### config.mk
export PLATFORM = sky130hd
export DESIGN_NAME = cbor_item_skip_validator_top
export DESIGN_NICKNAME = d
export VERILOG_FILES = /design/src/cisv_pkg.sv /design/src/cisv_nest_stack.sv /design/src/cisv_parser.sv /design/src/cbor_item_skip_validator_top.sv
export SDC_FILE = /design/constraint.sdc
export NUM_CORES = 2
export LEC_CHECK = 0
export ABC_AREA = 0
export BUFFER_PORTS_ARGS = -buffer_cell sky130_fd_sc_hd__clkbuf_2
export CAP_MARGIN = 15
export CORE_ASPECT_RATIO = 0.6
export CORE_UTILIZATION = 29
export DETAILED_ROUTE_END_ITERATION = 12
export GPL_ROUTABILITY_DRIVEN = 0
export PLACE_DENSITY = 0.42
export SLEW_MARGIN = 20
export SYNTH_ARGS = -nofsm -noshare
export SYNTH_HDL_FRONTEND = slang
export SYNTH_SLANG_ARGS = --single-unit
### constraint.sdc
create_clock -name clock -period 11.6 [get_ports clock]
set_clock_uncertainty 0.15 [all_clocks]
set_input_delay 1.16 -clock clock [delete_from_list [all_inputs] [get_ports clock]]
set_output_delay 1.16 -clock clock [all_outputs]
set_load 0.005 [all_outputs]
### src/cisv_pkg.sv
`timescale 1ns / 1ps
`default_nettype none
package cisv_pkg;

   localparam int STACK_LEVELS = 16;
   localparam int DEPTH_W     = $clog2(STACK_LEVELS + 1);
   localparam int IDX_W       = (STACK_LEVELS > 1) ? $clog2(STACK_LEVELS) : 1;
   localparam int CFG_DEPTH_W = 5;
   localparam int CMP_W       = (DEPTH_W > CFG_DEPTH_W) ? DEPTH_W : CFG_DEPTH_W;
   localparam int ITEMS_W     = 32;
   localparam int ARG_W       = 64;
   localparam int CHILD_W     = 33;
   localparam int COUNT_W     = 32;
   localparam int CSR_IDX_W   = 1;
   localparam int CSR_DATA_W  = 32;
   localparam int REQ_DATA_W  = 8;
   localparam int RSP_DATA_W  = 40;

   localparam logic [CFG_DEPTH_W-1:0] RST_MAX_NESTING = 5'd16;
   localparam logic [ITEMS_W-1:0]     RST_MAX_ITEMS   = 32'd4096;

   // Additional-info codes: 24..27 announce a 1/2/4/8 byte argument, 28 and up are invalid.
   localparam logic [4:0] AI_ARG1     = 5'd24;
   localparam logic [4:0] AI_RESERVED = 5'd28;

   localparam logic [2:0] MJ_BYTES = 3'd2;
   localparam logic [2:0] MJ_TEXT  = 3'd3;
   localparam logic [2:0] MJ_ARRAY = 3'd4;
   localparam logic [2:0] MJ_MAP   = 3'd5;
   localparam logic [2:0] MJ_TAG   = 3'd6;

   typedef enum logic [CSR_IDX_W-1:0] {
      CSR_MAX_NESTING = 1'b0,
      CSR_MAX_ITEMS   = 1'b1
   } csr_index_type;

   typedef enum logic [1:0] {
      ST_OK      = 2'd0,
      ST_BOUNDS  = 2'd1,
      ST_INVALID = 2'd2,
      ST_LIMIT   = 2'd3
   } status_type;

   typedef enum logic [3:0] {
      PH_HEAD    = 4'b0001,
      PH_ARG     = 4'b0010,
      PH_PAYLOAD = 4'b0100,
      PH_DROP    = 4'b1000
   } phase_type;

   typedef enum logic [1:0] {
      STK_NONE  = 2'd0,
      STK_PUSH  = 2'd1,
      STK_POP   = 2'd2,
      STK_CLEAR = 2'd3
   } stack_op_type;

   typedef struct packed {
      stack_op_type       op;
      logic [CHILD_W-1:0] value;
   } stack_cmd_type;

   typedef struct packed {
      logic [DEPTH_W-1:0] depth;
      logic               pop_all;
   } stack_stat_type;

   typedef struct packed {
      phase_type          phase;
      logic [3:0]         arg_left;
      logic [ARG_W-1:0]   arg_value;
      logic [2:0]         cur_major;
      logic [ARG_W-1:0]   payload_left;
      logic [COUNT_W-1:0] byte_count;
      logic [2:0]         top_major;
   } parse_state_type;

   typedef struct packed {
      status_type         status;
      logic [2:0]         item_major;
      logic [COUNT_W-1:0] item_length;
   } result_type;

   localparam stack_cmd_type STACK_IDLE = '{op: STK_NONE, value: '0};

   localparam parse_state_type PARSE_IDLE = '{
      phase:        PH_HEAD,
      arg_left:     4'd0,
      arg_value:    '0,
      cur_major:    3'd0,
      payload_left: '0,
      byte_count:   '0,
      top_major:    3'd0
   };

endpackage
`default_nettype wire

### src/cisv_nest_stack.sv
`timescale 1ns / 1ps
`default_nettype none
module cisv_nest_stack
   import cisv_pkg::*;
(
   input  wire logic           clock,
   input  wire logic           reset,
   input  stack_cmd_type       cmd,
   output stack_stat_type      stat
);

   logic [DEPTH_W-1:0] depth_ff;
   logic [DEPTH_W-1:0] depth_in;
   logic [CHILD_W-1:0] stack_ff [STACK_LEVELS];
   logic               one_ff   [STACK_LEVELS];
   logic               found;
   logic [IDX_W-1:0]   keep_idx;

   // The deepest level whose count stays nonzero after a decrement is where a
   // finished child stops popping; every level above it holds exactly one.
   always_comb begin
      found    = 1'b0;
      keep_idx = '0;
      for (int i = 0; i < STACK_LEVELS; i++) begin
         if ((DEPTH_W'(i) < depth_ff) && !one_ff[i]) begin
            found    = 1'b1;
            keep_idx = IDX_W'(i);
         end
      end
   end

   always_comb begin
      case (cmd.op)
         STK_PUSH:  depth_in = depth_ff + DEPTH_W'(1);
         STK_POP:   depth_in = found ? (DEPTH_W'(keep_idx) + DEPTH_W'(1)) : '0;
         STK_CLEAR: depth_in = '0;
         default:   depth_in = depth_ff;
      endcase
   end

   always_ff @(posedge clock) begin
      if (reset) begin
         depth_ff <= '0;
      end else begin
         depth_ff <= depth_in;
      end
   end

   always_ff @(posedge clock) begin
      for (int i = 0; i < STACK_LEVELS; i++) begin
         if ((cmd.op == STK_PUSH) && (depth_ff[IDX_W-1:0] == IDX_W'(i))) begin
            stack_ff[i] <= cmd.value;
            one_ff[i]   <= (cmd.value == CHILD_W'(1));
         end else if ((cmd.op == STK_POP) && found && (keep_idx == IDX_W'(i))) begin
            stack_ff[i] <= stack_ff[i] - CHILD_W'(1);
            one_ff[i]   <= (stack_ff[i] == CHILD_W'(2));
         end
      end
   end

   assign stat.depth   = depth_ff;
   assign stat.pop_all = !found;

endmodule
`default_nettype wire

### src/cisv_parser.sv
`timescale 1ns / 1ps
`default_nettype none
module cisv_parser
   import cisv_pkg::*;
(
   input  parse_state_type            cur,
   input  wire logic [REQ_DATA_W-1:0] data_byte,
   input  wire logic                  end_of_buffer,
   input  stack_stat_type             stk,
   input  wire logic [CFG_DEPTH_W-1:0] cfg_depth,
   input  wire logic [ITEMS_W-1:0]    cfg_items,
   output parse_state_type            nxt,
   output stack_cmd_type              cmd,
   output logic                       res_valid,
   output result_type                 res
);

   logic [4:0]         ai;
   logic [2:0]         major;
   logic [ARG_W-1:0]   val;
   logic               head_done;
   logic               child;
   logic               push;
   logic [CHILD_W-1:0] push_val;
   logic               more;
   status_type         code;
   logic [COUNT_W-1:0] cnt_base;
   logic [CMP_W-1:0]   depth_c;
   logic [CMP_W-1:0]   cfg_c;
   logic [CMP_W-1:0]   lim_c;
   logic               at_limit;
   logic               over_items;

   always_comb begin
      ai       = data_byte[4:0];
      depth_c  = CMP_W'(stk.depth);
      cfg_c    = CMP_W'(cfg_depth);
      lim_c    = (cfg_c < CMP_W'(STACK_LEVELS)) ? cfg_c : CMP_W'(STACK_LEVELS);
      at_limit = (depth_c >= lim_c);

      nxt       = cur;
      cmd.op    = STK_NONE;
      cmd.value = '0;
      res_valid = 1'b0;
      res       = '{status: ST_OK, item_major: cur.top_major, item_length: cur.byte_count};
      major     = cur.cur_major;
      val       = cur.arg_value;
      head_done = 1'b0;
      child     = 1'b0;
      push      = 1'b0;
      push_val  = '0;
      more      = 1'b1;
      code      = ST_OK;
      cnt_base  = '0;
      over_items = 1'b0;

      if (cur.phase == PH_DROP) begin
         if (end_of_buffer) begin
            nxt    = PARSE_IDLE;
            cmd.op = STK_CLEAR;
         end
      end else begin
         // A new top-level item restarts the byte count.
         cnt_base = ((cur.phase == PH_HEAD) && (stk.depth == '0)) ? '0 : cur.byte_count;
         nxt.byte_count = (cnt_base == {COUNT_W{1'b1}}) ? cnt_base
                                                        : cnt_base + COUNT_W'(1);

         case (cur.phase)
            PH_HEAD: begin
               major         = data_byte[7:5];
               nxt.cur_major = major;
               if (stk.depth == '0) begin
                  nxt.top_major = major;
               end
               if (ai >= AI_RESERVED) begin
                  more = 1'b0;
                  code = ST_INVALID;
               end else if (ai >= AI_ARG1) begin
                  // The low two bits of 24..27 select 1, 2, 4 or 8 argument bytes.
                  nxt.arg_left  = 4'(4'd1 << ai[1:0]);
                  nxt.arg_value = '0;
                  nxt.phase     = PH_ARG;
               end else begin
                  val       = ARG_W'(ai);
                  head_done = 1'b1;
               end
            end
            PH_ARG: begin
               val           = {cur.arg_value[ARG_W-9:0], data_byte};
               nxt.arg_value = val;
               nxt.arg_left  = cur.arg_left - 4'd1;
               if (cur.arg_left == 4'd1) begin
                  head_done = 1'b1;
               end
            end
            PH_PAYLOAD: begin
               nxt.payload_left = cur.payload_left - ARG_W'(1);
               if (cur.payload_left == ARG_W'(1)) begin
                  nxt.phase = PH_HEAD;
                  child     = 1'b1;
               end
            end
            default: begin
            end
         endcase

         over_items = (val[ARG_W-1:ITEMS_W] != '0) || (val[ITEMS_W-1:0] > cfg_items);

         if (head_done) begin
            nxt.phase = PH_HEAD;
            case (major)
               MJ_BYTES, MJ_TEXT: begin
                  if (val == '0) begin
                     child = 1'b1;
                  end else begin
                     nxt.payload_left = val;
                     nxt.phase        = PH_PAYLOAD;
                  end
               end
               MJ_ARRAY: begin
                  if (over_items) begin
                     more = 1'b0;
                     code = ST_LIMIT;
                  end else begin
                     push     = 1'b1;
                     push_val = val[CHILD_W-1:0];
                  end
               end
               MJ_MAP: begin
                  if (over_items) begin
                     more = 1'b0;
                     code = ST_LIMIT;
                  end else begin
                     push     = 1'b1;
                     push_val = {val[ITEMS_W-1:0], 1'b0};
                  end
               end
               MJ_TAG: begin
                  push     = 1'b1;
                  push_val = CHILD_W'(1);
               end
               default: child = 1'b1;
            endcase
         end

         // The depth limit applies to empty containers as well.
         if (push) begin
            if (at_limit) begin
               more = 1'b0;
               code = ST_LIMIT;
            end else if (push_val == '0) begin
               child = 1'b1;
            end else begin
               cmd.op    = STK_PUSH;
               cmd.value = push_val;
            end
         end

         if (child) begin
            cmd.op = STK_POP;
            if (stk.pop_all) begin
               more = 1'b0;
               code = ST_OK;
            end
         end

         res_valid = !more || end_of_buffer;
         res.status      = more ? ST_BOUNDS : code;
         res.item_major  = nxt.top_major;
         res.item_length = nxt.byte_count;

         if (res_valid) begin
            if ((res.status == ST_OK) || end_of_buffer) begin
               nxt    = PARSE_IDLE;
               cmd.op = STK_CLEAR;
            end else begin
               nxt.phase = PH_DROP;
               cmd.op    = STK_NONE;
            end
         end
      end
   end

endmodule
`default_nettype wire

### src/cbor_item_skip_validator_top.sv
`timescale 1ns / 1ps
`default_nettype none
// Walks a buffer of definite-length CBOR items one byte per word on the req_ channel
// (tlast marks the last byte) and sends one rsp_ word when a top-level item completes
// (status ok) or when it fails: out of buffer at tlast, invalid encoding for additional
// info 28 to 31, or limit exceeded for an array or map count above the configured item
// limit or nesting at max_nesting_depth (at most 16). After an error, bytes are dropped
// up to and including the next tlast. A byte is taken every cycle unless rsp_tready
// stalls a result word; each byte is decoded between the input and result registers,
// and a finished child pops all exhausted nesting levels at once through a priority
// check over the 16 stack levels. No clearing pass follows reset. The user writes
// configuration through csr_ while no item is in flight; the block does not check.
module cbor_item_skip_validator_top
   import cisv_pkg::*;
(
   input  wire logic                   clock,
   input  wire logic                   reset,
   input  wire logic                   req_tvalid,
   output logic                        req_tready,
   input  wire logic [REQ_DATA_W-1:0]  req_tdata,   // [7:0] data_byte
   input  wire logic                   req_tlast,   // end_of_buffer
   output logic                        rsp_tvalid,
   input  wire logic                   rsp_tready,
   output logic [RSP_DATA_W-1:0]       rsp_tdata,   // [1:0] status, [4:2] item_major,
                                                    // [36:5] item_length, [39:37] zero
   input  wire logic                   csr_we,
   input  wire logic [CSR_IDX_W-1:0]   csr_index,
   input  wire logic [CSR_DATA_W-1:0]  csr_wdata
);

   logic                   in_valid_ff;
   logic                   in_valid_in;
   logic [REQ_DATA_W-1:0]  in_byte_ff;
   logic                   in_last_ff;
   parse_state_type        state_ff;
   parse_state_type        state_in;
   logic                   out_valid_ff;
   logic                   out_valid_in;
   result_type             out_data_ff;
   logic [CFG_DEPTH_W-1:0] cfg_depth_ff;
   logic [ITEMS_W-1:0]     cfg_items_ff;

   logic                   fire;
   logic                   req_take;
   logic                   res_valid;
   result_type             res;
   parse_state_type        parse_nxt;
   stack_cmd_type          parse_cmd;
   stack_cmd_type          stack_cmd;
   stack_stat_type         stack_stat;

   // The held byte moves on whenever the result register is free or being emptied.
   assign fire       = in_valid_ff && (!out_valid_ff || rsp_tready);
   assign req_tready = !in_valid_ff || fire;
   assign req_take   = req_tvalid && req_tready;

   assign in_valid_in  = req_take || (in_valid_ff && !fire);
   assign out_valid_in = fire ? res_valid : (out_valid_ff && !rsp_tready);
   assign state_in     = fire ? parse_nxt : state_ff;
   assign stack_cmd    = fire ? parse_cmd : STACK_IDLE;

   cisv_parser u_parser (
      .cur           (state_ff),
      .data_byte     (in_byte_ff),
      .end_of_buffer (in_last_ff),
      .stk           (stack_stat),
      .cfg_depth     (cfg_depth_ff),
      .cfg_items     (cfg_items_ff),
      .nxt           (parse_nxt),
      .cmd           (parse_cmd),
      .res_valid     (res_valid),
      .res           (res)
   );

   cisv_nest_stack u_stack (
      .clock (clock),
      .reset (reset),
      .cmd   (stack_cmd),
      .stat  (stack_stat)
   );

   always_ff @(posedge clock) begin
      if (reset) begin
         in_valid_ff  <= 1'b0;
         out_valid_ff <= 1'b0;
         state_ff     <= PARSE_IDLE;
      end else begin
         in_valid_ff  <= in_valid_in;
         out_valid_ff <= out_valid_in;
         state_ff     <= state_in;
      end
   end

   always_ff @(posedge clock) begin
      if (req_take) begin
         in_byte_ff <= req_tdata;
         in_last_ff <= req_tlast;
      end
      if (fire && res_valid) begin
         out_data_ff <= res;
      end
   end

   always_ff @(posedge clock) begin
      if (reset) begin
         cfg_depth_ff <= RST_MAX_NESTING;
         cfg_items_ff <= RST_MAX_ITEMS;
      end else if (csr_we) begin
         case (csr_index_type'(csr_index))
            CSR_MAX_NESTING: cfg_depth_ff <= csr_wdata[CFG_DEPTH_W-1:0];
            CSR_MAX_ITEMS:   cfg_items_ff <= csr_wdata[ITEMS_W-1:0];
            default: begin
            end
         endcase
      end
   end

   assign rsp_tvalid = out_valid_ff;
   assign rsp_tdata  = {3'b000, out_data_ff.item_length, out_data_ff.item_major,
                        out_data_ff.status};

endmodule
`default_nettype wire

# == Word level (Yosys, flattened, before mapping) ==
# Memories as Yosys holds them, arrays and structs flattened.
# Cells that the tools add are included.
# op_classes
addsub,21
mul,0
div_mod_pow,0
magnitude_cmp,21
n_eq_ne,66
shift,1
muxes,320
bitwise_logic,33
reduce_logical,128
# op_table
operator,n
two-way mux 33 bit,36
equality test 33 x 2 -> 1 bit (second input constant),16
subtractor 33 x 1 -> 33 bit (second input constant),16
two-way mux 174 bit,3
OR reduction 33 bit,15
two-way mux 64 bit,7
two-way mux 1 bit,185
two-way mux 170 bit,1
two-way mux 4 bit,42
two-way mux 72 bit,2
two-way mux 35 bit,4
one-hot mux 68 bit (2 select lines),1
one-hot mux 64 bit (2 select lines),1
one-hot mux 33 bit (3 select lines),1
equality test 4 bit (second input constant),17
equality test 64 x 1 -> 1 bit (second input constant),1
logical NOT 64 bit,1
two-way mux 32 bit,2
subtractor 64 x 1 -> 64 bit (second input constant),1
logical AND 1 bit,55
< comparator 4 x 5 -> 1 bit (first input constant),8
equality test 4 x 3 -> 1 bit (second input constant),9
two-way mux 2 bit,18
two-way mux 34 bit,1
44 further kinds,147
# totals
reg_bits,264
latch_bits,0
ram_bits,544
romBits,0
inputBits,47
out_inout_bits,42
elab_cells,609
n_memories,2
# memory_table
name,words,width,read_ports,rd_ports_with_merged_regs,write_ports,line,text
u_stack.stack_ff,16,33,16,0,1,cisv_nest_stack.sv:14,logic [CHILD_W-1:0] stack_ff [STACK_LEVELS];
u_stack.one_ff,16,1,16,0,1,cisv_nest_stack.sv:15,logic one_ff [STACK_LEVELS];

# == Logic depth before layout (Yosys ltp) ==
# An unclocked memory read counts as a cell.
# depth
depth_word,52
depth_mapped,23
ltp_nobuf,17

# == Hierarchy ==
# A second synthesis with hierarchy kept.
# hier_totals
cells_unflattened,5970
area_unflattened_um2,52570.4
# modules_own_cells
module,instances,cells_each,area_per_inst_um2,seq_area_each_um2
cisv_nest_stack,1,3448,32874.0,16435.8
cbor_item_skip_validator_top,1,1014,10725.3,5645.4
cisv_parser,1,1508,8971.1,0.0

# == Least setup slack after synthesis ==
# OpenSTA, ideal clock, no wires.
# synth_timing
path_type,reg2reg
start,reg state_ff[171] (netlist bit)
end,mem u_stack.one_ff[0][0] (enable)
setup_ps,477
t_arrival_ps,7416
t_required_ps,10973
setup_slack_ps,3556
stages_incl_launch_ff,20
path_buffers,4
synth_period_minus_slack_ps,8044
path_cell_list,dfxtp_1 > buf_6 > nor4b_1 > clkbuf_1 > clkbuf_1 > buf_1 > a22oi_1 > inv_1 > ha_1 > a21o_1 > nand3_1 > a21oi_1 > or4_1 > a21oi_1 > nand2_1 > nor4_1 > a31oi_1 > a31oi_1 > nand3_1 > o31ai_1
# synth_between
elab_chain_cells,46
elab_cells_between_ends,247
classes_between,order compare: 1; eq/ne: 11; mux: 160; bitwise: 16; reduce/logical: 59
# synth_lines
element,line,text
from (decl),cbor_item_skip_validator_top.sv:35,parse_state_type state_ff;
from (signal assigned),cbor_item_skip_validator_top.sv:90,state_ff <= state_in;
equality test 4 x 2 -> 1 bit or equality test 4 x 1 -> 1 bit (tied branches),cisv_parser.sv:68,case (cur.phase)
one-hot mux 64 bit (2 select lines),cisv_parser.sv:68,
two-way mux 64 bit,cisv_parser.sv:57,if (cur.phase == PH_DROP) begin
> comparator 32 bit or nonzero test 32 bit (tied branches),cisv_parser.sv:107,over_items = (val[ARG_W-1:ITEMS_W] != '0) || (val[ITEMS_W-1:0] > cfg_items);
logical OR 1 bit,cisv_parser.sv:107,
"two-way mux 33 bit, on equally long branches","cisv_parser.sv:121, cisv_parser.sv:130",
one-hot mux 33 bit (3 select lines),cisv_parser.sv:111,case (major)
two-way mux 33 bit,cisv_parser.sv:109,if (head_done) begin
[15 not listed],--,
equality test 2 bit,cisv_nest_stack.sv:54,end else if ((cmd.op == STK_POP) && found && (keep_idx == IDX_W'(i))) begin
logical AND 1 bit (2 in series),cisv_nest_stack.sv:54,
two-way mux 1 bit,cisv_nest_stack.sv:54,
two-way mux 1 bit,cisv_nest_stack.sv:51,if ((cmd.op == STK_PUSH) && (depth_ff[IDX_W-1:0] == IDX_W'(i))) begin
two-way mux 1 bit (not written as such),cisv_nest_stack.sv:56,one_ff[i] <= (stack_ff[i] == CHILD_W'(2));
OR 1 bit (no line),--,
OR reduction 1 bit (no line),--,
two-way mux 4 bit (no line) or two-way mux 1 bit (tied branches) (15 in series),--,
to (decl),cisv_nest_stack.sv:15,
# Every way passes the cells marked *; elsewhere a longest branch is shown, timed or not. The select of a mux whose other input is x is not followed.

# == Worst setup path after layout ==
# layout_timing
start,reg state_ff[170] (netlist bit)
end,mem u_stack.stack_ff[8][12] (enable)
# layout_between
elab_chain_cells,46
elab_cells_between_ends,247
classes_between,order compare: 1; eq/ne: 11; mux: 160; bitwise: 16; reduce/logical: 59
# layout_lines
element,line,text
equality test 4 x 2 -> 1 bit or equality test 4 x 1 -> 1 bit (tied branches),cisv_parser.sv:68,
one-hot mux 64 bit (2 select lines),cisv_parser.sv:68,
two-way mux 64 bit,cisv_parser.sv:57,
> comparator 32 bit or nonzero test 32 bit (tied branches),cisv_parser.sv:107,
logical OR 1 bit,cisv_parser.sv:107,
"two-way mux 33 bit, on equally long branches","cisv_parser.sv:121, cisv_parser.sv:130",
one-hot mux 33 bit (3 select lines),cisv_parser.sv:111,
two-way mux 33 bit,cisv_parser.sv:109,
[15 not listed],--,
equality test 2 bit,cisv_nest_stack.sv:54,
logical AND 1 bit (2 in series),cisv_nest_stack.sv:54,
two-way mux 1 bit,cisv_nest_stack.sv:54,
two-way mux 1 bit,cisv_nest_stack.sv:51,
two-way mux 1 bit (not written as such),cisv_nest_stack.sv:55,stack_ff[i] <= stack_ff[i] - CHILD_W'(1);
OR 1 bit (no line),--,
OR reduction 33 bit (no line),--,
two-way mux 4 bit (no line) or two-way mux 1 bit (tied branches) (15 in series),--,
to (decl),cisv_nest_stack.sv:14,
# Marks and branches as above.

==> PnR_summary.wiki <==
{| class="wikitable"
! Metric !! Value
|-
| Final hold vios || 0
|-
| # Max-Cap Violations || 0
|-
| Crit path capture type || register
|-
| Net count reported at finish || 4882
|-
| Outcome || completed
|-
| Worst path arrival time || 9.71 ns
|-
| Height of the chip || 306.9 microns
|-
| Antenna violations before repair || 44
|-
| Buffers & Inverters on Critical Path || 3
|-
| Synth area leader || edfxtp_1
|-
| Number of storage elements in the synthesis netlist || 808
|-
| Number of enable flip-flop cells after synthesis || 590
|-
| Endpoints failing setup || 0
|-
| Detail Placement HPWL || 117.1 mm
|-
| Synthesized area divided by synthesized cell count || 9.513 sq um
|-
| TritonCTS buffer count || 87
|-
| Post-synth cell types || 81
|-
| Post-place setup slack || 2.308 ns
|-
| Synth Cell Area || 0.04492 sq mm
|-
| CP Launch Point || state_ff[170]
|-
| Clock transition at the register clock pins on the worst setup and hold paths after CTS || 0.07 ns
|-
| Post-route setup TNS || 0 ns
|-
| Number of instances in the placed design || 6693
|-
| Signed area change from the synthesized netlist to the final layout || 13.75%
|-
| Number of synthesis warnings || 0
|-
| Routed Antenna Nets || 0
|-
| Biggest cell delay along the critical path || 0.92 ns
|-
| Most used cells in the layout excluding fill and tap cells || 664 x o21ai_0, 590 x edfxtp_1, 403 x nor2_1, 396 x nand2_1, 354 x xnor2_1
|-
| Number of buffers on the longest clock path || 3
|-
| Final Cycle Share || 81.51%
|-
| Largest net degree at the start of global routing || 67
|-
| Power density of the placed cells || 125.2 mW/mm^2
|-
| HP Class || register to register
|-
| R2R Path Start || state_ff[170]
|-
| First-pass iteration count of the detailed router || 5
|-
| Maximum clock frequency || 105.8 MHz
|-
| Gate family responsible for the most delay along the worst path || simple AND/OR/NAND/NOR gates
|-
| Post-detailed-route wirelength per cell || 25.96 microns
|-
| Worst Max-Slew Pin Slew || 1.202 ns
|-
| GRT Residual Overflow || 0
|-
| Resized Gates After CTS || 0
|-
| Number of buffers inserted for hold repair after clock tree synthesis || 0
|-
| TritonCTS sink count || 808
|-
| Worst EP required || 11.86 ns
|-
| Gate count after technology mapping || 4722
|-
| Core Box Area || 0.1532 sq mm
|-
| Proportion of netlist area held by the largest area contributor || 39.44%
|-
| Worst path slowest cell || nand3_1
|-
| Most common cell after layout, fill and taps aside || o21ai_0
|-
| Final setup slack of the worst path || 2.145 ns
|-
| Die ar. || 0.1565 sq mm
|-
| DRC violation count after routing || 0
|-
| Fin. max-slew vios || 0
|-
| IO Port Bufs || 85
|-
| Initial DRC Count || 5104
|-
| Layout cells sized above 1 || 8.437%
|-
| Library cell used as clock root buffer || clkbuf_16
|-
| Most used DFF post-synth || edfxtp_1
|-
| Headroom to the max-slew limit || 19.55%
|-
| Overall die width || 510.1 microns
|-
| Final cell utilization of the core || 33.35%
|-
| Mean number of vias per cell || 5.576
|-
| Non-Filler Instances || 6867
|-
| First-pass GRT wire length || 256.1 mm
|-
| WS Path Type || register to register
|-
| Post-CTS Setup Repair Bufs || 0
|-
| Maximum fanout encountered on the critical timing path || 49
|-
| Overall Global Routing Usage || 22.39%
|-
| Cell Chain, Critical Path || nor2b_1, a21bo_2, nand2_1, buf_4, a22oi_1, inv_1, ha_1, nand4_1, nor4_1, nand3_1, a211oi_1, nand2_1, nor4_1, a31oi_1, a31oi_1, nand3_1, o21ai_4, buf_16
|-
| Via count || 38292
|-
| Startpoint of the worst hold path || cfg_items_ff[25]
|-
| I/O pin count || 89
|-
| Sequential cell area fraction in the yosys report || 49.16%
|-
| Leakage || 17.11 nW
|-
| Fill cell count || 15641
|-
| Startpoint type of the worst setup path || register
|-
| Unrepaired setup endpoints after global routing || no
|-
| Vias in the first global route || 34697
|-
| Worst VDD drop || 0.09957 mV
|-
| Number of levels in the clock H-tree || 3
|-
| Top cells by area in the synthesized netlist || edfxtp_1 39%, dfxtp_1 9.7%, o21ai_0 7.5%
|-
| Starting density of the core || 29.32%
|-
| TritonCTS clock tree || yes
|-
| Wirelength, routed || 178.3 mm
|-
| Number of standard-cell rows in the floorplan || 111
|-
| Async S/R FF share, synth || 0%
|-
| Clk Latency, worst-skew pair || 0.72 ns
|-
| Minimum clock period || 9.455 ns
|}
## where the power goes
part           switching, mW  internal (mW)
clock                   1.31           1.56
combinational          0.294          0.101
sequential            0.0306           3.10
## cell usage after synthesis (108+ instances only)
| master | number |
|---|---|
| clkbuf_1 | 224 |
| a22oi_1 | 110 |
| nand3_1 | 108 |
| edfxtp_1 | 590 |
| nor4_1 | 158 |
| o21ai_0 | 676 |
| nor3_1 | 225 |
| xnor2_1 | 354 |
| inv_1 | 126 |
| nor2_1 | 404 |
| a21oi_1 | 155 |
| xor2_1 | 150 |
| dfxtp_1 | 218 |
| nand2_1 | 417 |
## state kept, by name (all words and copies together), names as in the netlist
name and cells:
in_byte_ff 8, cfg_depth_ff 5, in_valid_ff 1, state_ff 174, rsp_tvalid 1, u_stack.depth_ff 5, u_stack.stack_ff 528, rsp_tdata 37
in_last_ff 1, cfg_items_ff 32, u_stack.one_ff 16
## cell type report
cell class	count	area, sq um	share of cell area [%]
sequential	808	22080	43.22
multi-input combinational	3543	21760	42.58
tap	2034	2545	4.981
clock buffer	114	2369	4.635
timing repair buffer	187	1398	2.735
inverter	126	473.0	0.9256
clock inverter	46	450.4	0.8816
antenna	9	22.52	0.04408
## metal layers
| metal | global-route usage (%) | vias to the layer above | wire length, microns |
|---|---|---|---|
| li1 | - | 17568 | - |
| met1 | 36.17 | 18873 | 89730 |
| met2 | 28.17 | 1666 | 66330 |
| met3 | 6.557 | 185 | 19200 |
| met4 | 4.361 | 0 | 3039 |
| met5 | 0 | - | 0 |
## per-stage QoR
step                      hold slack [ns]  total power [mW]  cell area, sq um
after global placement             0.2981             3.571             47960
after detailed placement           0.2976             3.569             48110
after floorplan                    0.2836             3.393             44930
after global routing               0.3267             6.594             51080
after CTS                          0.3062             6.451             50930
final                              0.3078             6.395             51100
## cells by family (layout without fill, tap and decap cells)
family	Yosys count	after routing	share of synthesized area, %
fa+ha+maj	82	82	2.284
buf+inv	373	473	3.178
xor+xnor	504	504	9.827
compound gates	1275	1275	16.95
flops	808	808	49.16
other cells	1	12	0.008349
mux	13	13	0.2925
simple gates	1666	1666	18.30
## worst paths after layout
path / end / slack (ns) / depth (start not counted)
max: u_stack.stack_ff[8][12] / 2.15 / 18
min: cfg_items_ff[25] / 0.31 / 2
max reg2reg: u_stack.stack_ff[8][12] / 2.15 / 18
min reg2reg: cfg_items_ff[25] / 0.31 / 2
## worst reg2reg max path, cell delays in order, from the launching register on
cell      delay (ns)
dfxtp_1         0.89
nor2b_1         0.64
a21bo_2         0.31
nand2_1         0.07
buf_4           0.30
a22oi_1         0.72
inv_1           0.11
ha_1            0.32
nand4_1         0.16
nor4_1          0.73
nand3_1         0.16
a211oi_1        0.67
nand2_1         0.19
nor4_1          0.79
a31oi_1         0.21
a31oi_1         0.68
nand3_1         0.92
o21ai_4         0.90
buf_16          0.24
Note: power is estimated with default switching activity, not from simulation.
